`config.mk`:
```
export PLATFORM = sky130hd
export DESIGN_NAME = timer_divider_search
export DESIGN_NICKNAME = d
export VERILOG_FILES = /design/src/hw/rtl/tds_pkg.sv /design/src/hw/rtl/tds_serial_div.sv /design/src/hw/rtl/tds_search.sv /design/src/hw/rtl/timer_divider_search.sv
export SDC_FILE = /design/constraint.sdc
export NUM_CORES = 2
export LEC_CHECK = 0
export BUFFER_PORTS_ARGS = -buffer_cell sky130_fd_sc_hd__buf_2
export CAP_MARGIN = 10
export CORE_MARGIN = 3
export CORE_UTILIZATION = 50
export CTS_CLUSTER_SIZE = 8
export DETAILED_ROUTE_END_ITERATION = 12
export HOLD_SLACK_MARGIN = 0.06
export PLACE_DENSITY_LB_ADDON = 0.05
export REMOVE_ABC_BUFFERS = 1
export SLEW_MARGIN = 25
export SYNTH_ARGS = -nofsm -noshare
export SYNTH_HDL_FRONTEND = slang
export SYNTH_SLANG_ARGS = --single-unit
```
`constraint.sdc`:
```
create_clock -name clk_i -period 27 [get_ports clk_i]
set_input_delay 0 -clock clk_i [delete_from_list [all_inputs] [get_ports clk_i]]
set_output_delay 0 -clock clk_i [all_outputs]
set_load 0.1 [all_outputs]
```
`src/hw/rtl/tds_pkg.sv`:
```
package tds_pkg;

  // Timer counter width; reload and prescale factor range follow from it.
  localparam int unsigned COUNTER_BITS = 16;

  localparam int unsigned TARGET_W = 20;
  localparam int unsigned CLK_W    = 29;
  localparam int unsigned FIELD_W  = 16;
  localparam int unsigned ERR_W    = 32;

  localparam int unsigned CNT_W      = COUNTER_BITS + 1;       // period / factor
  localparam int unsigned PROD_W     = 2 * CNT_W;              // factor * period
  localparam int unsigned DIV_CNT_W  = $clog2(CLK_W + 1);
  localparam int unsigned MAX_FACTOR = 1 << COUNTER_BITS;

  localparam int unsigned MAX_TARGET_RATE = 500000;
  localparam int unsigned CLOCK_RESET     = 300000000;
  localparam int unsigned FIRST_RELOAD    = 9;

  typedef enum logic [1:0] {
    ST_FOUND   = 2'd0,
    ST_INVALID = 2'd1,
    ST_NONE    = 2'd2
  } tds_status_e;

  typedef enum logic [3:0] {
    S_IDLE,
    S_DIV_N,
    S_CHECK,
    S_DIV_Q,
    S_MUL,
    S_ACT_GO,
    S_DIV_ACT,
    S_EVAL,
    S_NEXT,
    S_DONE
  } tds_state_e;

  typedef struct packed {
    logic              start;
    logic [CLK_W-1:0]  dividend;
    logic [PROD_W-1:0] divisor;
  } tds_div_req_t;

  typedef struct packed {
    logic             done;
    logic [CLK_W-1:0] quotient;
  } tds_div_rsp_t;

  typedef struct packed {
    logic [FIELD_W-1:0] reload_value;
    logic [FIELD_W-1:0] prescale_value;
    logic [CLK_W-1:0]   achieved_rate;
    logic [ERR_W-1:0]   rate_error;
    tds_status_e        status;
  } tds_res_t;

endpackage

```
`src/hw/rtl/tds_serial_div.sv`:
```
// Restoring divider, one quotient bit per cycle through a shift register.
module tds_serial_div (
  input  logic                  clk_i,
  input  logic                  rst_ni,
  input  tds_pkg::tds_div_req_t req_i,
  output tds_pkg::tds_div_rsp_t rsp_o
);

  logic                          busy_q, busy_d;
  logic                          done_q, done_d;
  logic [tds_pkg::DIV_CNT_W-1:0] cnt_q, cnt_d;
  logic [tds_pkg::CLK_W-1:0]     quot_q, quot_d;
  logic [tds_pkg::PROD_W-1:0]    rem_q, rem_d;
  logic [tds_pkg::PROD_W-1:0]    dvs_q, dvs_d;

  logic [tds_pkg::PROD_W:0] rem_sh;
  logic                     ge;

  assign rem_sh = {rem_q, quot_q[tds_pkg::CLK_W-1]};
  assign ge     = rem_sh >= {1'b0, dvs_q};

  always_comb begin
    busy_d = busy_q;
    done_d = 1'b0;
    cnt_d  = cnt_q;
    quot_d = quot_q;
    rem_d  = rem_q;
    dvs_d  = dvs_q;
    if (req_i.start) begin
      busy_d = 1'b1;
      cnt_d  = tds_pkg::DIV_CNT_W'(tds_pkg::CLK_W);
      quot_d = req_i.dividend;
      rem_d  = '0;
      dvs_d  = req_i.divisor;
    end else if (busy_q) begin
      rem_d  = ge ? tds_pkg::PROD_W'(rem_sh - {1'b0, dvs_q}) : tds_pkg::PROD_W'(rem_sh);
      quot_d = {quot_q[tds_pkg::CLK_W-2:0], ge};
      cnt_d  = cnt_q - tds_pkg::DIV_CNT_W'(1);
      if (cnt_q == tds_pkg::DIV_CNT_W'(1)) begin
        busy_d = 1'b0;
        done_d = 1'b1;
      end
    end
  end

  always_ff @(posedge clk_i or negedge rst_ni) begin
    if (!rst_ni) begin
      busy_q <= 1'b0;
      done_q <= 1'b0;
      cnt_q  <= '0;
    end else begin
      busy_q <= busy_d;
      done_q <= done_d;
      cnt_q  <= cnt_d;
    end
  end

  always_ff @(posedge clk_i) begin
    quot_q <= quot_d;
    rem_q  <= rem_d;
    dvs_q  <= dvs_d;
  end

  assign rsp_o.done     = done_q;
  assign rsp_o.quotient = quot_q;

endmodule

```
`src/hw/rtl/tds_search.sv`:
```
// Reload / prescale search sequencer; all divisions go to the shared serial divider.
module tds_search (
  input  logic                         clk_i,
  input  logic                         rst_ni,
  input  logic                         start_i,
  input  logic [tds_pkg::TARGET_W-1:0] target_rate_i,
  input  logic [tds_pkg::CLK_W-1:0]    timer_clock_i,
  output logic                         idle_o,
  output logic                         res_valid_o,
  input  logic                         res_ready_i,
  output tds_pkg::tds_res_t            res_o,
  output tds_pkg::tds_div_req_t        div_req_o,
  input  tds_pkg::tds_div_rsp_t        div_rsp_i
);

  tds_pkg::tds_state_e state_q, state_d;

  logic [tds_pkg::TARGET_W-1:0]     rate_q, rate_d;
  logic [tds_pkg::CLK_W-1:0]        n_q, n_d;
  logic [tds_pkg::CNT_W-1:0]        period_q, period_d;
  logic [tds_pkg::CNT_W-1:0]        q_q, q_d;
  logic [tds_pkg::CNT_W-1:0]        p_q, p_d;
  logic [tds_pkg::PROD_W-1:0]       prod_q, prod_d;
  logic [tds_pkg::CLK_W-1:0]        act_q, act_d;
  logic [tds_pkg::COUNTER_BITS-1:0] best_arr_q, best_arr_d;
  logic [tds_pkg::COUNTER_BITS-1:0] best_pre_q, best_pre_d;
  logic [tds_pkg::CLK_W-1:0]        best_rate_q, best_rate_d;
  logic [tds_pkg::ERR_W-1:0]        best_err_q, best_err_d;
  logic                             found_q, found_d;
  logic                             invalid_q, invalid_d;

  logic [tds_pkg::CLK_W-1:0] rate_ext;
  logic [tds_pkg::CLK_W-1:0] err;
  logic                      last_p;

  assign rate_ext = tds_pkg::CLK_W'(rate_q);
  assign err      = (act_q > rate_ext) ? act_q - rate_ext : rate_ext - act_q;
  // last factor: q+1, or q when q+1 would exceed the counter range
  assign last_p   = ({1'b0, p_q} == ({1'b0, q_q} + (tds_pkg::CNT_W + 1)'(1))) ||
                    ((p_q == q_q) && (q_q == tds_pkg::CNT_W'(tds_pkg::MAX_FACTOR)));

  always_comb begin
    state_d     = state_q;
    rate_d      = rate_q;
    n_d         = n_q;
    period_d    = period_q;
    q_d         = q_q;
    p_d         = p_q;
    prod_d      = prod_q;
    act_d       = act_q;
    best_arr_d  = best_arr_q;
    best_pre_d  = best_pre_q;
    best_rate_d = best_rate_q;
    best_err_d  = best_err_q;
    found_d     = found_q;
    invalid_d   = invalid_q;
    div_req_o.start    = 1'b0;
    div_req_o.dividend = timer_clock_i;
    div_req_o.divisor  = tds_pkg::PROD_W'(prod_q);

    unique case (state_q)
      tds_pkg::S_IDLE: begin
        if (start_i) begin
          rate_d      = target_rate_i;
          found_d     = 1'b0;
          best_err_d  = '1;
          best_arr_d  = '0;
          best_pre_d  = '0;
          best_rate_d = '0;
          if (target_rate_i == '0 ||
              target_rate_i > tds_pkg::TARGET_W'(tds_pkg::MAX_TARGET_RATE)) begin
            invalid_d = 1'b1;
            state_d   = tds_pkg::S_DONE;
          end else begin
            invalid_d          = 1'b0;
            div_req_o.start    = 1'b1;
            div_req_o.divisor  = tds_pkg::PROD_W'(target_rate_i);
            state_d            = tds_pkg::S_DIV_N;
          end
        end
      end
      tds_pkg::S_DIV_N: begin
        if (div_rsp_i.done) begin
          n_d      = div_rsp_i.quotient;
          period_d = tds_pkg::CNT_W'(tds_pkg::FIRST_RELOAD + 1);
          state_d  = tds_pkg::S_CHECK;
        end
      end
      tds_pkg::S_CHECK: begin
        if (n_q < tds_pkg::CLK_W'(period_q)) begin
          state_d = tds_pkg::S_DONE;
        end else begin
          div_req_o.start    = 1'b1;
          div_req_o.dividend = n_q;
          div_req_o.divisor  = tds_pkg::PROD_W'(period_q);
          state_d            = tds_pkg::S_DIV_Q;
        end
      end
      tds_pkg::S_DIV_Q: begin
        if (div_rsp_i.done) begin
          if (div_rsp_i.quotient > tds_pkg::CLK_W'(tds_pkg::MAX_FACTOR)) begin
            state_d = tds_pkg::S_NEXT;
          end else begin
            q_d     = tds_pkg::CNT_W'(div_rsp_i.quotient);
            p_d     = (div_rsp_i.quotient > tds_pkg::CLK_W'(1)) ?
                      tds_pkg::CNT_W'(div_rsp_i.quotient - tds_pkg::CLK_W'(1)) :
                      tds_pkg::CNT_W'(1);
            state_d = tds_pkg::S_MUL;
          end
        end
      end
      tds_pkg::S_MUL: begin
        prod_d  = tds_pkg::PROD_W'(p_q) * tds_pkg::PROD_W'(period_q);
        state_d = tds_pkg::S_ACT_GO;
      end
      tds_pkg::S_ACT_GO: begin
        div_req_o.start = 1'b1;
        state_d         = tds_pkg::S_DIV_ACT;
      end
      tds_pkg::S_DIV_ACT: begin
        if (div_rsp_i.done) begin
          act_d   = div_rsp_i.quotient;
          state_d = tds_pkg::S_EVAL;
        end
      end
      tds_pkg::S_EVAL: begin
        if (tds_pkg::ERR_W'(err) < best_err_q) begin
          best_err_d  = tds_pkg::ERR_W'(err);
          best_arr_d  = tds_pkg::COUNTER_BITS'(period_q - tds_pkg::CNT_W'(1));
          best_pre_d  = tds_pkg::COUNTER_BITS'(p_q - tds_pkg::CNT_W'(1));
          best_rate_d = act_q;
          found_d     = 1'b1;
        end
        priority if (err == '0) begin
          state_d = tds_pkg::S_DONE;    // exact match ends the search
        end else if (last_p) begin
          state_d = tds_pkg::S_NEXT;
        end else begin
          p_d     = p_q + tds_pkg::CNT_W'(1);
          state_d = tds_pkg::S_MUL;
        end
      end
      tds_pkg::S_NEXT: begin
        if (period_q == tds_pkg::CNT_W'(tds_pkg::MAX_FACTOR)) begin
          state_d = tds_pkg::S_DONE;
        end else begin
          period_d = period_q + tds_pkg::CNT_W'(1);
          state_d  = tds_pkg::S_CHECK;
        end
      end
      tds_pkg::S_DONE: begin
        if (res_ready_i) begin
          state_d = tds_pkg::S_IDLE;
        end
      end
      default: begin
        state_d = tds_pkg::S_IDLE;
      end
    endcase
  end

  always_ff @(posedge clk_i or negedge rst_ni) begin
    if (!rst_ni) begin
      state_q <= tds_pkg::S_IDLE;
    end else begin
      state_q <= state_d;
    end
  end

  always_ff @(posedge clk_i) begin
    rate_q      <= rate_d;
    n_q         <= n_d;
    period_q    <= period_d;
    q_q         <= q_d;
    p_q         <= p_d;
    prod_q      <= prod_d;
    act_q       <= act_d;
    best_arr_q  <= best_arr_d;
    best_pre_q  <= best_pre_d;
    best_rate_q <= best_rate_d;
    best_err_q  <= best_err_d;
    found_q     <= found_d;
    invalid_q   <= invalid_d;
  end

  assign idle_o      = (state_q == tds_pkg::S_IDLE);
  assign res_valid_o = (state_q == tds_pkg::S_DONE);

  always_comb begin
    priority if (invalid_q) begin
      res_o.reload_value   = '0;
      res_o.prescale_value = '0;
      res_o.achieved_rate  = '0;
      res_o.rate_error     = '1;
      res_o.status         = tds_pkg::ST_INVALID;
    end else if (!found_q) begin
      res_o.reload_value   = '0;
      res_o.prescale_value = '0;
      res_o.achieved_rate  = timer_clock_i;
      res_o.rate_error     = '1;
      res_o.status         = tds_pkg::ST_NONE;
    end else begin
      res_o.reload_value   = tds_pkg::FIELD_W'(best_arr_q);
      res_o.prescale_value = tds_pkg::FIELD_W'(best_pre_q);
      res_o.achieved_rate  = best_rate_q;
      res_o.rate_error     = best_err_q;
      res_o.status         = tds_pkg::ST_FOUND;
    end
  end

endmodule

```
`src/hw/rtl/timer_divider_search.sv`:
```
// Channel    | Dir | Payload
// s_axis     | in  | tdata[19:0] target_rate
// m_axis     | out | tdata: reload, prescale, achieved rate, error; tuser: status
// cfg        | in  | cfg_wdata_i[28:0] timer clock in Hz, written when cfg_we_i
//
// One request at a time. Every division runs on the one bit-serial divider;
// each reload step needs one division for its factor and up to three for
// candidate rates. Invalid rates go straight to the result without a division.
// Reset clears the sequencer and output valid; the clock register resets to
// 300 MHz; a stalled result sits in the output register while the next request is taken.
module timer_divider_search (
  input  logic        clk_i,
  input  logic        rst_ni,
  input  logic        s_axis_tvalid,
  output logic        s_axis_tready,
  input  logic [23:0] s_axis_tdata,   // [19:0] target_rate, rest zero
  output logic        m_axis_tvalid,
  input  logic        m_axis_tready,
  output logic [95:0] m_axis_tdata,   // [15:0] reload, [31:16] prescale,
                                      // [60:32] achieved rate, [92:61] error
  output logic [1:0]  m_axis_tuser,   // [1:0] status
  input  logic        cfg_we_i,
  input  logic [28:0] cfg_wdata_i
);

  logic [tds_pkg::CLK_W-1:0] clk_hz_q;

  logic                  srch_idle;
  logic                  res_valid;
  logic                  res_take;
  tds_pkg::tds_res_t     res;
  tds_pkg::tds_div_req_t div_req;
  tds_pkg::tds_div_rsp_t div_rsp;

  logic                  out_valid_q;
  tds_pkg::tds_res_t     out_q;

  // timer clock register
  always_ff @(posedge clk_i or negedge rst_ni) begin
    if (!rst_ni) begin
      clk_hz_q <= tds_pkg::CLK_W'(tds_pkg::CLOCK_RESET);
    end else if (cfg_we_i) begin
      clk_hz_q <= cfg_wdata_i;
    end
  end

  tds_serial_div u_div (
    .clk_i  (clk_i),
    .rst_ni (rst_ni),
    .req_i  (div_req),
    .rsp_o  (div_rsp)
  );

  tds_search u_search (
    .clk_i         (clk_i),
    .rst_ni        (rst_ni),
    .start_i       (s_axis_tvalid && s_axis_tready),
    .target_rate_i (s_axis_tdata[tds_pkg::TARGET_W-1:0]),
    .timer_clock_i (clk_hz_q),
    .idle_o        (srch_idle),
    .res_valid_o   (res_valid),
    .res_ready_i   (res_take),
    .res_o         (res),
    .div_req_o     (div_req),
    .div_rsp_i     (div_rsp)
  );

  assign s_axis_tready = srch_idle;

  // output register; search result moves in when it is empty or draining
  assign res_take = res_valid && (!out_valid_q || m_axis_tready);

  always_ff @(posedge clk_i or negedge rst_ni) begin
    if (!rst_ni) begin
      out_valid_q <= 1'b0;
    end else if (res_take) begin
      out_valid_q <= 1'b1;
    end else if (m_axis_tready) begin
      out_valid_q <= 1'b0;
    end
  end

  always_ff @(posedge clk_i) begin
    if (res_take) begin
      out_q <= res;
    end
  end

  assign m_axis_tvalid = out_valid_q;
  assign m_axis_tdata  = {3'b000, out_q.rate_error, out_q.achieved_rate,
                          out_q.prescale_value, out_q.reload_value};
  assign m_axis_tuser  = out_q.status;

  // a new request is never taken while a search runs
  a_one_at_a_time: assert property (@(posedge clk_i) disable iff (!rst_ni)
    s_axis_tvalid && s_axis_tready |=> !s_axis_tready)
    else $error("request accepted while search busy");

  a_invalid_fields: assert property (@(posedge clk_i) disable iff (!rst_ni)
    m_axis_tvalid && (m_axis_tuser == tds_pkg::ST_INVALID) |->
      (m_axis_tdata[92:61] == 32'hFFFF_FFFF) && (m_axis_tdata[60:0] == '0))
    else $error("invalid-rate result carries nonzero fields");

  a_none_fields: assert property (@(posedge clk_i) disable iff (!rst_ni)
    m_axis_tvalid && (m_axis_tuser == tds_pkg::ST_NONE) |->
      (m_axis_tdata[92:61] == 32'hFFFF_FFFF) && (m_axis_tdata[31:0] == '0))
    else $error("no-candidate result carries a reload or prescale");

endmodule
```
* Yosys cells after proc, flatten, opt, wreduce, memory -nomap -nowiden
Cells that the tools add are included.
** Operators by class
- Add/sub/neg operators :: 10
- Multiply operators :: 1
- Equal/unequal tests :: 24
- $lt $le $gt $ge :: 7
- Reductions and logical operators :: 24
- Bitwise gates (word level) :: 2
- Muxes and demuxes :: 59
** Operator list (number)
- 29-bit two-way mux :: 6
- 17-bit two-way mux :: 7
- 34-bit two-way mux :: 3
- 17-bit case mux with 2 select lines :: 2
- 34-bit case mux with 2 select lines :: 1
- 32-bit two-way mux :: 2
- 64-bit two-way mux :: 1
- 16-bit case mux with 2 select lines :: 2
- 32-bit case mux with 2 select lines :: 1
- 63-bit two-way mux :: 1
- 29-bit case mux with 2 select lines :: 1
- 16-bit two-way mux :: 3
- 4-bit two-way mux :: 11
- 4-bit case mux with 10 select lines :: 1
- 35-bit by 34-bit greater-or-equal comparator with 1-bit output :: 1
- 17-bit by 1-bit adder with 17-bit output, second input constant :: 2
- 17-bit equality test, second input constant :: 2
- 17-bit by 17-bit multiplier with 34-bit output :: 1
- 34-bit subtractor :: 1
- 29-bit by 32-bit less-than comparator with 1-bit output :: 1
- 16-bit by 1-bit subtractor with 16-bit output, second input constant :: 2
- 29-bit by 1-bit greater-than comparator with 1-bit output, second input constant :: 1
- 29-bit by 17-bit greater-than comparator with 1-bit output, second input constant :: 1
- 29-bit by 20-bit greater-than comparator with 1-bit output :: 1
- 32 further kinds :: 72
** Storage, ports and cells
- Output and inout bits :: 100
- Bits in registers :: 491
- Input port bits :: 58

* Logic depth before layout (Yosys ltp)
- Depth in word-level cells :: 6
- Gate-level depth with buffers :: 28

* Modules after synthesis
A second synthesis with hierarchy kept.
** Unflattened totals
- Cells, all modules :: 3629
- Area, all modules :: 36331.1 um2
** Modules (own cells, without submodules)
- tds_search :: area an instance 26275.2 um2, cells an instance 2883, seq. area each 7787.5 um2, instances 1
- tds_serial_div :: area an instance 5997.0 um2, cells an instance 581, seq. area each 2747.6 um2, instances 1
- timer_divider_search :: area an instance 4058.9 um2, cells an instance 165, seq. area each 3616.0 um2, instances 1

* Worst setup path after synthesis
OpenSTA, ideal clock, no wires.
- Kind :: register -> register
- From :: register u_search.act_q[15] (netlist bit)
- To :: register u_search.best_arr_q[0] (netlist bit), enable pin
- Library setup time :: 0.669 ns
- Arrival time :: 10.684 ns
- Slack :: 15.646 ns
- Cell stages (with the launch flop) :: 25
- Path buffers :: 3
- Cells stage by stage :: edfxtp_1 > inv_1 > ha_1 > buf_2 > nand2_2 > o21ai_1 > a2111oi_1 > o31ai_4 > a21oi_2 > buf_4 > buf_2 > nand2_1 > nand2_1 > ha_1 > a21boi_0 > o21a_1 > o21a_1 > o21a_1 > o21a_1 > o21a_1 > o21a_1 > o2111ai_1 > a21oi_1 > o2111a_1 > o21ai_0
** On the way
- Longest elaborated chain between the ends :: 5
- Elaborated cells on any way between the ends :: 7
- Those cells by class :: add/sub: 2; order compare: 2; eq/ne: 1; mux: 1; reduce/logical: 1
** Ends and longest elaborated chain
- start, declared :: RTL line tds_search.sv:24 : logic [tds_pkg::CLK_W-1:0] act_q, act_d;
- start signal, assigned :: RTL line tds_search.sv:177 : act_q <= act_d;
- 29-bit by 20-bit greater-than comparator with 1-bit output :: RTL line tds_search.sv:37 : assign err = (act_q > rate_ext) ? act_q - rate_ext : rate_ext - act_q;
- 29-bit two-way mux :: RTL line tds_search.sv:37
- named net u_search.err, one bit :: RTL line tds_search.sv:33 : logic [tds_pkg::CLK_W-1:0] err;
- 29-bit by 32-bit less-than comparator with 1-bit output :: RTL line tds_search.sv:127 : if (tds_pkg::ERR_W'(err) < best_err_q) begin
- 2-bit by 1-bit != test with 1-bit output (no line)
- 3-bit AND reduction (no line)
- end signal, assigned :: RTL line tds_search.sv:178 : best_arr_q <= best_arr_d;
- end, declared :: RTL line tds_search.sv:25 : logic [tds_pkg::COUNTER_BITS-1:0] best_arr_q, best_arr_d;
The timed path passes the listed nets, and every way through them passes these cells.
A chain may end at the register's enable or synchronous reset.

* Worst setup path after layout
- From :: register u_search.p_q[3] (netlist bit)
- To :: register u_search.prod_q[33] (netlist bit), data pin
** On the way
- Longest elaborated chain between the ends :: 1
** Ends and longest elaborated chain
- start, declared :: RTL line tds_search.sv:22 : logic [tds_pkg::CNT_W-1:0] p_q, p_d;
- start signal, assigned :: RTL line tds_search.sv:175 : p_q <= p_d;
- 17-bit by 17-bit multiplier with 34-bit output :: RTL line tds_search.sv:113 : prod_d = tds_pkg::PROD_W'(p_q) * tds_pkg::PROD_W'(period_q);
- end signal, assigned :: RTL line tds_search.sv:176 : prod_q <= prod_d;
- end, declared :: RTL line tds_search.sv:23 : logic [tds_pkg::PROD_W-1:0] prod_q, prod_d;
Every way passes these cells.

==> impl_metrics.yaml <==
critical_path:
  rr_worst_depth: 22
  critPathMaxStageDelay_ns: 0.88
  required_ns: 27.34
  r2r_end: "u_search.prod_q[33]$_DFFE_PP_"
  crit_chain: "inv_1 -> nor2_1 -> fa_1 -> fa_1 -> fa_1 -> fa_1 -> fa_1 -> inv_1 -> fa_1 -> inv_1 -> ha_1 -> o21a_1 -> o211ai_1 -> nor3_1 -> a32oi_1 -> a2111oi_0 -> o21a_1 -> o21a_1 -> nor3_1 -> o21bai_1 -> a211oi_1 -> xnor2_1"
  setup.worst_path.class: "register to register"
  end_kind: "register"
  r2r_slack_ns: 18.79
  reg2reg_from: "u_search.p_q[3]$_DFFE_PP_"
  cp.arrival_ns: 8.56
  cpMaxStageDelayCell: "edfxtp_1"
  worstPathMaxFanout: 13
  critical_path.most_common_cell: "fa_1"
  startpoint_type: "register"
synth:
  yosys_warnings: 0
  synth.area.top_cells: "edfxtp_1 35%, fa_1 13%, ha_1 8.4%"
  ys.flop_type: "edfxtp_1"
  postSynthAreaPerCell_um2: 10.14
  yosysTopAreaCellShare: 0.3505
  synth_edf_count: 412
  synthCells: 3482
  synthArstFlopShare: 0.08419
  synth_top_area_cell: "edfxtp_1"
  synth-seq-area-share: 0.3992
  synth-seq-cells: 487
  synth_area_um2: 35300
  yosysUniqueCellTypes: 85
global_route:
  grt_first_pass_wirelength_mm: 156.4
  grt_start_max_net_pins: 81
  grt_antenna_before_repair: 2
  first_global_vias: 27150
  grt_remaining_overflow: 0
  track_usage: 0.2717
layout:
  final_common_cell: "inv_1"
  syn2layout_area_growth_pct: 12.44
  nNetsFinal: 4164
  nFillCells: 6061
  final_layout_size_suffix_gt1_frac: 0.09697
  postLayoutCellArea_um2: 39690
  final_cell_mix: "460 x inv_1, 412 x edfxtp_1, 317 x nand2_1"
routing:
  drc: 0
  drt_iter0_drc: 2157
  wirelength_mm: 99.23
  dr.pass1.iters: 6
  ant_nets: 0
  avgViaCountPerCell: 5.692
  vias: 26330
  wire_per_inst_um: 21.45
timing:
  skew_ns: 0.05645
  rsz0062_at_grt: "false"
  finalCritPeriodShare: 0.3042
  report.final.slew_viol_count: 0
  worst_pin_slew_ns: 1.010
  min_period_ns: 8.214
  hold_viol: 0
  max_freq_ghz: 0.1217
  tns_ns: 0
  setup_viol: 0
  slew-limit-headroom: 0.3269
  holdWs_ns: 0.1010
placed_design:
  gp_congestion: 0.9110
  port_buffers: 150
  placed_area_um2: 36980
  hpwlAfterDp_mm: 72.86
worst_hold_path:
  hold_path_class: "input pin to register"
  whs_path_depth: 2
  hold_path_end: "clk_hz_q[7]$_DFFE_PN0P_"
  hp-start: "cfg_we_i"
floorplan:
  pin_count: 158
  die_area_um2: 73830
  die_w_um: 271.7
  coreArea_um2: 69310
  initial_core_util: 0.5094
  num_rows: 96
  dieHeight_um: 271.7
clock_tree:
  clock-sinks: 487
  clkLatencyLatePin_ns: 0.63
  clk_pin_slew_ns: 0.05
  cts_buffers: 71
  clockBufferDepth: 3
  cts-resized-gates: 0
  root_buffer: "clkbuf_16"
  cts_tree: "done"
  post-cts-setup-buffers: 0
  htreeDepth: 3
  cts_hold_repair.buffers: 53
flow_run:
  maxCapViolCount: 0
status:
  outcome: "complete, no violations"
==> worst max-delay path: cells and delay by family (launching register included) <==
kind / cells / cell delay [ns]
AO/OA/AOI/OAI: 8 / 2.12
flip-flops: 1 / 0.88
buffers and inverters: 3 / 0.63
XOR/XNOR: 1 / 0.11
adder cells (fa/ha/maj): 7 / 3.51
AND/OR/NAND/NOR: 3 / 0.65
==> registers in the layout, indices dropped and copies added, names as in the netlist, 30 cells and up <==
signal	cells
u_div.rem_q	34
m_axis_tdata	91
u_search.best_err_q	30
u_div.dvs_q	34
u_search.prod_q	34
==> final cells by class <==
class | count | area (um2) | area share
sequential | 487 | 14090 | 0.3550
clock inverter | 9 | 200.2 | 0.005044
timing repair buffer | 258 | 1714 | 0.04319
tap | 931 | 1165 | 0.02935
clock buffer | 115 | 1942 | 0.04892
inverter | 467 | 1753 | 0.04416
antenna | 3 | 7.507 | 0.0001891
multi-input combinational | 2356 | 18820 | 0.4741
==> stage by stage <==
stage,util,worst slack [ns],instances
global route,0.5727,18.31,4625
finish,0.5727,18.79,4626
detailed placement,0.5336,18.94,4445
floorplan,-,15.25,3310
CTS,0.5723,18.87,4622
global placement,0.5335,19.01,4445
==> cell usage after synthesis (45+ instances only) <==
cell type and instances:
xnor2_1 117, nand2_1 317, nor2_1 306, mux2i_1 61
and2_1 158, fa_1 227, edfxtp_1 412, o21ai_0 91
o22ai_1 45, a21o_1 66, nor3_1 57, xor2_1 54
inv_1 461, a21oi_1 132, ha_1 238, clkbuf_1 130
nand3_1 45
==> how the worst max path moves through the flow <==
stage                                      start  slack [ns]                                    to
floorplan           u_search.act_q[16]$_DFFE_PP_       15.25  u_search.best_arr_q[0]$_SDFFCE_PN0P_
global placement       u_search.p_q[3]$_DFFE_PP_       19.01         u_search.prod_q[33]$_DFFE_PP_
detailed placement     u_search.p_q[3]$_DFFE_PP_       18.94         u_search.prod_q[33]$_DFFE_PP_
CTS                    u_search.p_q[3]$_DFFE_PP_       18.87         u_search.prod_q[33]$_DFFE_PP_
global route           u_search.p_q[3]$_DFFE_PP_       18.31         u_search.prod_q[33]$_DFFE_PP_
finish                 u_search.p_q[3]$_DFFE_PP_       18.79         u_search.prod_q[33]$_DFFE_PP_
==> cells by family (layout without fill, tap and decap cells) <==
group / Yosys count / in the layout / share of synthesized area
XOR/XNOR: 171 / 171 / 0.04243
flip-flops: 487 / 487 / 0.3992
other: 1 / 6 / 0.0001062
AND/OR/NAND/NOR: 1083 / 1083 / 0.1468
multiplexers: 93 / 93 / 0.02750
buffers and inverters: 641 / 849 / 0.06989
adder cells (fa/ha/maj): 465 / 465 / 0.2131
AO/OA/AOI/OAI: 541 / 541 / 0.1010
==> metal layers <==
layer	part of all wire	global-route usage	vias up	wire length [um]
li1	-	-	12130	-
met1	0.44	0.3693	13100	43250
met2	0.48	0.4525	933	47250
met3	0.060	0.03721	166	6001
met4	0.027	0.08571	0	2728
met5	0	0	-	0
Power is left out: the tool's default activity adds up to more than one toggle a clock period on the data nets, which glitch-free logic cannot reach.
